$ cat config.mk
export PLATFORM = sky130hd
export DESIGN_NAME = gpio_controller_edge_detect
export DESIGN_NICKNAME = d
export VERILOG_FILES = /design/src/gpioed_pkg.sv /design/src/gpio_controller_edge_detect.sv
export SDC_FILE = /design/constraint.sdc
export NUM_CORES = 2
export LEC_CHECK = 0
export ABC_AREA = 1
export BUFFER_PORTS_ARGS = -buffer_cell sky130_fd_sc_hd__buf_2
export CAP_MARGIN = 20
export CORE_MARGIN = 8
export CORE_UTILIZATION = 35
export DETAILED_ROUTE_END_ITERATION = 10
export MAX_ROUTING_LAYER = met4
export PLACE_DENSITY_LB_ADDON = 0.1
export SLEW_MARGIN = 0
export SYNTH_ARGS = -nofsm -noshare
export SYNTH_HDL_FRONTEND = slang
export SYNTH_SLANG_ARGS = --single-unit
$ cat constraint.sdc
create_clock -name clk -period 7.6 [get_ports clk]
set_input_delay 0.38 -clock clk [delete_from_list [all_inputs] [get_ports clk]]
set_output_delay 0.38 -clock clk [all_outputs]
set_load 0.01 [all_outputs]
$ cat src/gpioed_pkg.sv
// ----------------------------------------------------------------------------
// gpioed_pkg
// Shared types, register map and masks for the GPIO edge-detect block.
// ----------------------------------------------------------------------------
package gpioed_pkg;

  localparam int NUM_PINS   = 54;
  localparam int FSEL_WORDS = 6;
  localparam int PULL_WORDS = 4;

  localparam logic [63:0] PIN_MASK = (NUM_PINS >= 64) ? {64{1'b1}} :
                                     ((64'd1 << NUM_PINS) - 64'd1);

  localparam logic [2:0] FN_OUTPUT = 3'b001;

  localparam logic [1:0] REQ_WRITE = 2'd0;
  localparam logic [1:0] REQ_READ  = 2'd1;
  localparam logic [1:0] REQ_TICK  = 2'd2;

  localparam logic [5:0] ADDR_FSEL0 = 6'd0;
  localparam logic [5:0] ADDR_FSEL1 = 6'd1;
  localparam logic [5:0] ADDR_FSEL2 = 6'd2;
  localparam logic [5:0] ADDR_FSEL3 = 6'd3;
  localparam logic [5:0] ADDR_FSEL4 = 6'd4;
  localparam logic [5:0] ADDR_FSEL5 = 6'd5;
  localparam logic [5:0] ADDR_SET0  = 6'd7;
  localparam logic [5:0] ADDR_SET1  = 6'd8;
  localparam logic [5:0] ADDR_CLR0  = 6'd10;
  localparam logic [5:0] ADDR_CLR1  = 6'd11;
  localparam logic [5:0] ADDR_LEV0  = 6'd13;
  localparam logic [5:0] ADDR_LEV1  = 6'd14;
  localparam logic [5:0] ADDR_EDS0  = 6'd16;
  localparam logic [5:0] ADDR_EDS1  = 6'd17;
  localparam logic [5:0] ADDR_REN0  = 6'd19;
  localparam logic [5:0] ADDR_REN1  = 6'd20;
  localparam logic [5:0] ADDR_FEN0  = 6'd22;
  localparam logic [5:0] ADDR_FEN1  = 6'd23;
  localparam logic [5:0] ADDR_PULL0 = 6'd57;
  localparam logic [5:0] ADDR_PULL1 = 6'd58;
  localparam logic [5:0] ADDR_PULL2 = 6'd59;
  localparam logic [5:0] ADDR_PULL3 = 6'd60;

  typedef struct packed {
    logic [1:0]  req_type;
    logic [5:0]  reg_addr;
    logic [31:0] wdata;
    logic [63:0] pad_levels;
  } gpioed_in_t;

  typedef struct packed {
    logic [31:0] rdata;
    logic [63:0] pin_drive;
    logic [63:0] pin_drive_enable;
    logic        irq;
  } gpioed_out_t;

  function automatic logic [31:0] field_mask(int word, int per, int bits);
    logic [31:0] m;
    m = '0;
    for (int k = 0; k < per; k++) begin
      if (word * per + k < NUM_PINS) begin
        for (int b = 0; b < bits; b++) begin
          m[k * bits + b] = 1'b1;
        end
      end
    end
    return m;
  endfunction

  function automatic logic [FSEL_WORDS-1:0][31:0] fsel_masks();
    logic [FSEL_WORDS-1:0][31:0] m;
    for (int w = 0; w < FSEL_WORDS; w++) begin
      m[w] = field_mask(w, 10, 3);
    end
    return m;
  endfunction

  function automatic logic [PULL_WORDS-1:0][31:0] pull_masks();
    logic [PULL_WORDS-1:0][31:0] m;
    for (int w = 0; w < PULL_WORDS; w++) begin
      m[w] = field_mask(w, 16, 2);
    end
    return m;
  endfunction

  localparam logic [FSEL_WORDS-1:0][31:0] FSEL_MASK = fsel_masks();
  localparam logic [PULL_WORDS-1:0][31:0] PULL_MASK = pull_masks();

  function automatic logic [63:0] half_to_pins(logic [31:0] d, logic hi);
    return (hi ? {d, 32'd0} : {32'd0, d}) & PIN_MASK;
  endfunction

endpackage

$ cat src/gpio_controller_edge_detect.sv
// ----------------------------------------------------------------------------
// gpio_controller_edge_detect
// GPIO register block: function select, output latch, level sampling,
// rising/falling edge events with irq, and pull select.
// ----------------------------------------------------------------------------
// Every input transaction (register write, register read or pad sample tick)
// produces exactly one result transaction, registered in the cycle after accept.
// A transaction can be accepted every cycle; the single output register holds
// a result while out_ready is low, and in_ready drops only when that register
// is full and not being drained. Results show the read data (zero for writes
// and ticks) and the latch, drive enables and irq after the transaction.
module gpio_controller_edge_detect
  import gpioed_pkg::*;
(
  input  logic        clk,
  input  logic        rst_n,
  input  logic        in_valid,
  output logic        in_ready,
  input  gpioed_in_t  in_data,
  output logic        out_valid,
  input  logic        out_ready,
  output gpioed_out_t out_data
);

  logic [FSEL_WORDS-1:0][31:0] fsel_r, fsel_nxt;
  logic [PULL_WORDS-1:0][31:0] pull_r, pull_nxt;
  logic [63:0] latch_r, latch_nxt;
  logic [63:0] levels_r, levels_nxt;
  logic [63:0] events_r, events_nxt;
  logic [63:0] rise_en_r, rise_en_nxt;
  logic [63:0] fall_en_r, fall_en_nxt;
  logic        out_valid_r, out_valid_nxt;
  gpioed_out_t out_r, out_nxt;

  logic        in_fire;
  logic [5:0]  addr;
  logic [31:0] wd;
  logic [63:0] pads;
  logic [2:0]  fidx;
  logic [1:0]  pidx;
  logic [5:0]  poff;
  logic [31:0] rdata;
  logic [63:0] drive_en;

  assign in_ready = !out_valid_r || out_ready;
  assign in_fire  = in_valid && in_ready;
  assign addr     = in_data.reg_addr;
  assign wd       = in_data.wdata;
  assign pads     = in_data.pad_levels & PIN_MASK;
  assign fidx     = addr[2:0];
  assign poff     = addr - ADDR_PULL0;
  assign pidx     = poff[1:0];

  always_comb begin
    fsel_nxt    = fsel_r;
    pull_nxt    = pull_r;
    latch_nxt   = latch_r;
    levels_nxt  = levels_r;
    events_nxt  = events_r;
    rise_en_nxt = rise_en_r;
    fall_en_nxt = fall_en_r;
    rdata       = '0;
    if (in_fire) begin
      unique case (in_data.req_type)
        REQ_WRITE: begin
          unique case (addr)
            ADDR_FSEL0, ADDR_FSEL1, ADDR_FSEL2,
            ADDR_FSEL3, ADDR_FSEL4, ADDR_FSEL5: begin
              fsel_nxt[fidx] = wd & FSEL_MASK[fidx];
            end
            ADDR_SET0, ADDR_SET1: begin
              latch_nxt = latch_r | half_to_pins(wd, addr == ADDR_SET1);
            end
            ADDR_CLR0, ADDR_CLR1: begin
              latch_nxt = latch_r & ~half_to_pins(wd, addr == ADDR_CLR1);
            end
            ADDR_EDS0, ADDR_EDS1: begin
              events_nxt = events_r & ~half_to_pins(wd, addr == ADDR_EDS1);
            end
            ADDR_REN0, ADDR_REN1: begin
              rise_en_nxt = (rise_en_r & ~half_to_pins('1, addr == ADDR_REN1))
                          | half_to_pins(wd, addr == ADDR_REN1);
            end
            ADDR_FEN0, ADDR_FEN1: begin
              fall_en_nxt = (fall_en_r & ~half_to_pins('1, addr == ADDR_FEN1))
                          | half_to_pins(wd, addr == ADDR_FEN1);
            end
            ADDR_PULL0, ADDR_PULL1, ADDR_PULL2, ADDR_PULL3: begin
              pull_nxt[pidx] = wd & PULL_MASK[pidx];
            end
            default: ;
          endcase
        end
        REQ_READ: begin
          unique case (addr)
            ADDR_FSEL0, ADDR_FSEL1, ADDR_FSEL2,
            ADDR_FSEL3, ADDR_FSEL4, ADDR_FSEL5: rdata = fsel_r[fidx];
            ADDR_LEV0: rdata = levels_r[31:0];
            ADDR_LEV1: rdata = levels_r[63:32];
            ADDR_EDS0: rdata = events_r[31:0];
            ADDR_EDS1: rdata = events_r[63:32];
            ADDR_REN0: rdata = rise_en_r[31:0];
            ADDR_REN1: rdata = rise_en_r[63:32];
            ADDR_FEN0: rdata = fall_en_r[31:0];
            ADDR_FEN1: rdata = fall_en_r[63:32];
            ADDR_PULL0, ADDR_PULL1, ADDR_PULL2, ADDR_PULL3: rdata = pull_r[pidx];
            default: rdata = '0;
          endcase
        end
        REQ_TICK: begin
          events_nxt = (events_r | (pads & ~levels_r & rise_en_r)
                                 | (~pads & levels_r & fall_en_r)) & PIN_MASK;
          levels_nxt = pads;
        end
        default: ;
      endcase
    end
  end

  always_comb begin
    drive_en = '0;
    for (int p = 0; p < 64; p++) begin
      if (p < NUM_PINS) begin
        drive_en[p] = (fsel_nxt[(p / 10) % FSEL_WORDS][(p % 10) * 3 +: 3] == FN_OUTPUT);
      end
    end
  end

  always_comb begin
    out_nxt                  = out_r;
    out_valid_nxt            = out_valid_r;
    if (out_ready) begin
      out_valid_nxt = 1'b0;
    end
    if (in_fire) begin
      out_valid_nxt            = 1'b1;
      out_nxt.rdata            = rdata;
      out_nxt.pin_drive        = latch_nxt & PIN_MASK;
      out_nxt.pin_drive_enable = drive_en;
      out_nxt.irq              = |events_nxt;
    end
  end

  always_ff @(posedge clk) begin
    if (!rst_n) begin
      fsel_r      <= '0;
      pull_r      <= '0;
      latch_r     <= '0;
      levels_r    <= '0;
      events_r    <= '0;
      rise_en_r   <= '0;
      fall_en_r   <= '0;
      out_valid_r <= 1'b0;
    end else begin
      fsel_r      <= fsel_nxt;
      pull_r      <= pull_nxt;
      latch_r     <= latch_nxt;
      levels_r    <= levels_nxt;
      events_r    <= events_nxt;
      rise_en_r   <= rise_en_nxt;
      fall_en_r   <= fall_en_nxt;
      out_valid_r <= out_valid_nxt;
    end
  end

  always_ff @(posedge clk) begin
    out_r <= out_nxt;
  end

  assign out_valid = out_valid_r;
  assign out_data  = out_r;

`ifndef ASSERT_OFF
  a_irq_tracks_events: assert property (@(posedge clk) disable iff (!rst_n)
    in_fire |=> (out_r.irq == (|events_r)))
    else $error("irq does not match event status");

  a_rdata_zero: assert property (@(posedge clk) disable iff (!rst_n)
    (in_fire && in_data.req_type != REQ_READ) |=> (out_r.rdata == '0))
    else $error("nonzero rdata on write or tick");

  a_no_phantom_pins: assert property (@(posedge clk) disable iff (!rst_n)
    out_valid_r |-> ((out_r.pin_drive & ~PIN_MASK) == '0) &&
                    ((events_r & ~PIN_MASK) == '0))
    else $error("state on nonexistent pin");

  a_latch_only_on_write: assert property (@(posedge clk) disable iff (!rst_n)
    !(in_fire && in_data.req_type == REQ_WRITE) |=> $stable(latch_r))
    else $error("output latch changed without a write");
`endif

endmodule
# Word level (Yosys, flattened, before mapping)
# Memories as Yosys holds them, arrays and structs flattened.
# Index checks and enable logic that the tools add are counted.
[word_totals]
regBits = 772
romBits = 256
in_bits = 108
output_inout_bits = 163
word_cells = 186
n_memories = 1
[op_classes]
n_addsub = 1
n_lt_le_gt_ge = 4
n_eq_ne = 77
mux = 32
bitwise = 21
reduce_logical = 23
[mem_list]
columns = ["name", "words", "width", "read_ports", "rd_clocked_by_memory_dff", "wr", "line", "source"]
rows = [
  ["(name not given)", 8, 32, 1, 0, 0, "gpio_controller_edge_detect.sv:69", "fsel_nxt[fidx] = wd & FSEL_MASK[fidx];"],
]
[ops]
columns = ["cell", "n"]
rows = [
  ["two-way mux 172 bit", 3],
  ["two-way mux 54 bit", 9],
  ["case mux 32 bit (10 select lines)", 1],
  ["bitwise AND 64 bit", 4],
  ["NOT 54 -> 64 bit", 4],
  ["case mux 64 bit (2 select lines)", 2],
  ["bitwise AND 54 bit", 4],
  ["bitwise mux 192 bit", 1],
  ["two-way mux 32 bit", 6],
  ["bitwise OR 64 x 54 -> 64 bit", 3],
  ["equality test 3 x 1 -> 1 bit, second input constant", 54],
  ["binary-select mux 32 bit (select 2 bit)", 2],
  ["bitwise mux 128 bit", 1],
  ["two-way mux 64 bit", 2],
  ["NOT 54 bit", 2],
  ["bitwise OR 54 bit", 2],
  ["binary-select mux 32 bit (select 3 bit)", 1],
  ["demux 32 bit (select 3 bit)", 1],
  ["bitwise AND 32 bit", 2],
  ["demux 32 bit (select 2 bit)", 1],
  ["OR reduction 64 bit", 1],
  ["equality test 6 x 5 -> 1 bit, second input constant", 6],
  ["equality test 6 x 4 -> 1 bit, second input constant", 5],
  ["equality test 6 bit, second input constant", 4],
  ["22 further kinds", 37],
]

# Depth between registers and ports, before layout
[depth]
ltp_word = 9
mapped_depth = 18
ltp_nobuf = 14

# Worst setup path after synthesis
# OpenSTA, ideal clock, no wires.
[synth_path]
path_type = "input to register"
from = "in out_ready"
to = "reg out_r, in the netlist out_data[106], data pin"
setup_time_ns = 0.164
arrival_time_ns = 5.494
required_ns = 7.436
path_slack_ns = 1.942
path_stages = 7
path_buffers = 1
path_cell_list = "inv_1 nand2_1 nand2_1 inv_1 clkbuf_1 nand3_1 nand3_1"
[synth_between]
elab_chain_cells = 3
[synth_rtl]
columns = ["element", "line", "source"]
rows = [
  ["from (decl)", "gpio_controller_edge_detect.sv:21", "input logic out_ready,"],
  ["logical OR 1 bit", "gpio_controller_edge_detect.sv:45", "assign in_ready = !out_valid_r || out_ready;"],
  ["named net in_ready", "gpio_controller_edge_detect.sv:18", "output logic in_ready,"],
  ["logical AND 1 bit", "gpio_controller_edge_detect.sv:46", "assign in_fire = in_valid && in_ready;"],
  ["named net in_fire", "gpio_controller_edge_detect.sv:35", "logic in_fire;"],
  ["two-way mux 54 bit", "gpio_controller_edge_detect.sv:63", "if (in_fire) begin"],
  ["named net latch_nxt[41]", "gpio_controller_edge_detect.sv:27", "logic [63:0] latch_r, latch_nxt;"],
  ["to (signal assigned)", "gpio_controller_edge_detect.sv:167", "out_r <= out_nxt;"],
  ["to (decl)", "gpio_controller_edge_detect.sv:33", "gpioed_out_t out_r, out_nxt;"],
]
# The timed path passes the listed nets, and every way through them passes these cells.
# A chain may end at the register's enable or synchronous reset.

# Worst setup path after layout
[layout_path]
from = "in in_data[96] (netlist name)"
to = "reg out_r, in the netlist out_data[33], data pin"
[layout_between]
elab_chain_cells = 9
word_cells_on_any_way = 20
classes_between = "order compare (2); eq/ne (6); mux (7); bitwise (1); reduce/logical (3); memory (1)"
[layout_rtl]
columns = ["element", "line", "source"]
rows = [
  ["from (decl)", "gpio_controller_edge_detect.sv:19", "input gpioed_in_t in_data,"],
  ["less-than comparator 3 x 4 -> 1 bit (not written as such) / >= comparator 3 x 1 -> 1 bit (equally long branches)", "gpio_controller_edge_detect.sv:69", ""],
  ["logical AND 1 bit (not written as such)", "gpio_controller_edge_detect.sv:69", ""],
  ["two-way mux 32 bit (not written as such)", "gpio_controller_edge_detect.sv:69", ""],
  ["demux 32 bit (select 3 bit)", "gpio_controller_edge_detect.sv:69", ""],
  ["bitwise mux 192 bit", "gpio_controller_edge_detect.sv:69", ""],
  ["two-way mux 172 bit *", "gpio_controller_edge_detect.sv:66", "unique case (addr)"],
  ["two-way mux 172 bit *", "gpio_controller_edge_detect.sv:64", "unique case (in_data.req_type)"],
  ["two-way mux 172 bit *", "gpio_controller_edge_detect.sv:63", ""],
  ["equality test 3 x 1 -> 1 bit *", "gpio_controller_edge_detect.sv:124", "drive_en[p] = (fsel_nxt[(p / 10) % FSEL_WORDS][(p % 10) * 3 +: 3] == FN_OUTPUT);"],
  ["named net drive_en[32]", "gpio_controller_edge_detect.sv:43", "logic [63:0] drive_en;"],
]
# Mark *: on every way through the listed nets, which the timed path passes. The rest lies on a longest branch. The select of a mux whose other input is x is not followed.

==> metrics.md <==
| Metric | Value |
|---|---|
| HPWL Detailed | 94500 µm |
| Setup TNS | 0 ns |
| Initial Util | 35.2% |
| CP Cell Sequence | buf_6, ha_2, buf_4, inv_2, nand2_1, o21ai_1, nand3_1, nand2_2, buf_4, nor2_8, nand3_2, o21ai_0, nand2_1, nor2_1 |
| FF-to-FF path depth | 9 |
| Post-Syn Area | roughly 33000 µm² |
| Syn avg cell area | 7.32 µm² |
| Pre-CTS WS | 2.75 ns |
| Final Critical Period | 4.28 ns |
| RePlAce Congestion | approximately 0.9 |
| Post-DRT Antenna Nets | 0 |
| Vias | 31890 |
| Critical path class | input pin to flip-flop |
| WL final | 145000 µm |
| Total power per unit cell area | 233 nW/µm² |
| Post-DP Area | ~35000 µm² |
| Largest net degree at the start of global routing | 142 |
| FP Rows | 113 |
| Die Span X | around 320 µm |
| CTS root buf | clkbuf_16 |
| YS warnings | 0 |
| Total grt overflow | 0 |
| Vias in the first global route | 29116 |
| Post-synth top cells | 841 x nand2_1, 650 x nor2_1, 589 x dfxtp_1 |
| Reg clk slew, reported paths | 0.06 ns |
| Initial antenna violation count | 17 |
| Yosys reg bits | 730 |
| Final nets | 4762 |
| Post-Syn Instances | 4552 |
| Asr flop ratio synth | 0% |
| Worst-Skew Late Latency | 0.67 ns |
| Die area | 105000 µm² |
| Starting DRT DRC Count | 3130 |
| Slowest stage delay, CP | about 0.7 ns |
| Fin area | around 38000 µm² |
| Static Leak | 0.0154 µW |
| Top FF cell, synth | dfxtp_1 |
| Worst VDD drop | 0.143 mV |
| Critical Path Slowest Stage Cell | nand3_2 |
| Max Clk Rate | 234 MHz |
| Pre-antenna DRT Iters | 6 |
| DRC viols | 0 |
| EDFF count, synth | 141 |
| IO Port Bufs | 240 |
| Share of cells above drive strength 1 | 10.5% |
| R2r setup slk | about 4.2 ns |
| Final Slew Violations | 0 |
| Number of buffers created by CTS | 86 |
| Area of the multi-input gates | 14700 µm² |
| Fin util | 40.5% |
| Vias per cell | between 5 and 6 |
| Max-slew headroom | 19.1% |
| Worst Tran Pin Value | 1.21 ns |
| Clock skew | between 0.02 and 0.03 ns |
| CP Capture Type | flip-flop |
| Crit path to | out_data[33] |
| Htree depth | 3 |
| Chip height | 325 µm |
| Drt wl/cell | 24.1 µm |
| CP Max Fanout | 50 |
| Startpoint Class | input pin |
| Reg2Reg Launch Point | out_valid |
| CTS tree | yes |
| Worst Hold Class | input pin to flip-flop |
| R2R Path End | out_data[37] |
| Cell variety after synth | between 40 and 50 |
| GRT Total Usage | 26.8% |
| Crit path buf inv count | 4 |
| Synthesis-to-layout area growth | 15.3% |
| CP arrival | 4.72 ns |
| Fill cells | 10025 |
| Critical path's top delay family | simple AND/OR/NAND/NOR gates |
| Status | completed |
| Worst Setup SP | in_data[96] |
| Clock buffer depth | 3 |
| Final setup margin | around 3.3 ns |
| Final setup viols | 0 |
| Cell taking the most area after synthesis | dfxtp_1 |
| Most common cell in the netlist | nand2_1 |
| FF+latch area | around 16000 µm² |
| Clock Sinks | 730 |
| Synth top area share | 35.4% |
| WP data required | 8.04 ns |
| Sequential share of the synthesized area | 48.1% |
| Period utilization | 56.3% |
| Max_cap viols | 0 |
| Critical path depth | 14 |
| Hold Vio Cnt, Final | 0 |
| RSZ-0062 raised after global routing | false |
| Ports | 271 |
| Top post-synthesis cells by area | dfxtp_1 35%, edfxtp_1 13%, nand2_1 9.5% |
| Global-route wire length before repair | around 210000 µm |
| Core area | approximately 95000 µm² |
[stage by stage]
step | power, µW | hold WS, ns | cells
after floorplan | 4420 | 0.417 | 4571
after global placement | 4750 | 0.423 | 5820
after detailed placement | 4750 | 0.425 | 5821
after CTS | 9020 | 0.00147 | 5985
after global routing | 9210 | 0.0467 | 5997
final | 8950 | 0.0344 | 5998
[routing by layer]
| layer | vias to the layer above | GRT usage (%) | part of all wire, % | routed length, µm |
|---|---|---|---|---|
| met5 | - | - | 0 | 0 |
| met4 | 0 | 10.1 | 3.9 | 5590 |
| met3 | 205 | 3.93 | 7.2 | 10400 |
| met2 | 1194 | 40.1 | 44 | 63500 |
| met1 | 15106 | 36.7 | 45 | 65400 |
| li1 | 15385 | - | - | - |
[power by group]
| group | switching [µW] | leakage (µW) | internal [µW] |
|---|---|---|---|
| clock | 1740 | 0.00142 | 2540 |
| sequential | 20.7 | 0.00618 | 4000 |
| combinational | 521 | 0.00783 | 133 |
| total | 2290 | 0.0154 | 6670 |
[repair_timing]
item,in CTS,in global routing
resized for setup,0,0
hold buffers,5,0
endpoints found under the setup margin,0,0
buffers inserted,0,0
endpoints found under the hold margin,5,0
[area by class of cell]
class                   count  share of cell area [%]
diodes                     13                  0.0847
multi-input cells        3147                    38.2
inverters                 365                    3.61
clock inverters            36                    1.04
well taps                1265                    4.12
flip-flops and latches    730                    41.7
clock buffers             123                    6.45
repair buffers            319                    4.79
[worst min path at each step]
| stage | slack, ns | depth (start not counted) | endpoint | start |
|---|---|---|---|---|
| 2_1_floorplan | 0.42 | 2 | fsel_r[172] | fsel_r[172] |
| 3_5_place_dp | 0.43 | 2 | fsel_r[174] | fsel_r[174] |
| 6_report | 0.03 | 3 | levels_r[13] | in_data[13] |
| 5_1_grt | 0.05 | 3 | levels_r[14] | in_data[14] |
| 3_3_place_gp | 0.42 | 2 | fsel_r[180] | fsel_r[180] |
| 4_1_cts | 0.001 | 3 | levels_r[13] | in_data[13] |
[cell usage in the layout, fill, tap and decap left out, types with 44 or more instances in the layout]
master / netlist / routed
nor3_1: 51 / 51
o21ai_0: 559 / 559
a211oi_1: 51 / 51
clkbuf_16: 0 / 90
edfxtp_1: 141 / 141
o211ai_1: 64 / 64
dfxtp_1: 589 / 589
inv_1: 342 / 337
nand3_1: 197 / 194
buf_4: 30 / 72
o22ai_1: 63 / 63
nor2_1: 650 / 646
nand2_1: 841 / 837
a21oi_1: 486 / 486
a31oi_1: 44 / 44
buf_2: 45 / 238
[cell families (layout without fill, tap and decap cells)]
logic type | after synthesis | after routing | synth area share (%)
AND/OR/NAND/NOR | 1807 | 1807 | 22.0
AO/OA/AOI/OAI | 1315 | 1315 | 21.3
flip-flops | 730 | 730 | 48.1
buffers and inverters | 694 | 843 | 8.34
adder cells (fa/ha/maj) | 5 | 5 | 0.188
other | 1 | 33 | 0.0113
[tightest hold or removal path, cell delays in order]
cell and delay [ns]:
buf_2 0.10, o21ai_0 0.08, a21oi_1 0.10
Note: power is estimated with default switching activity, not from simulation.
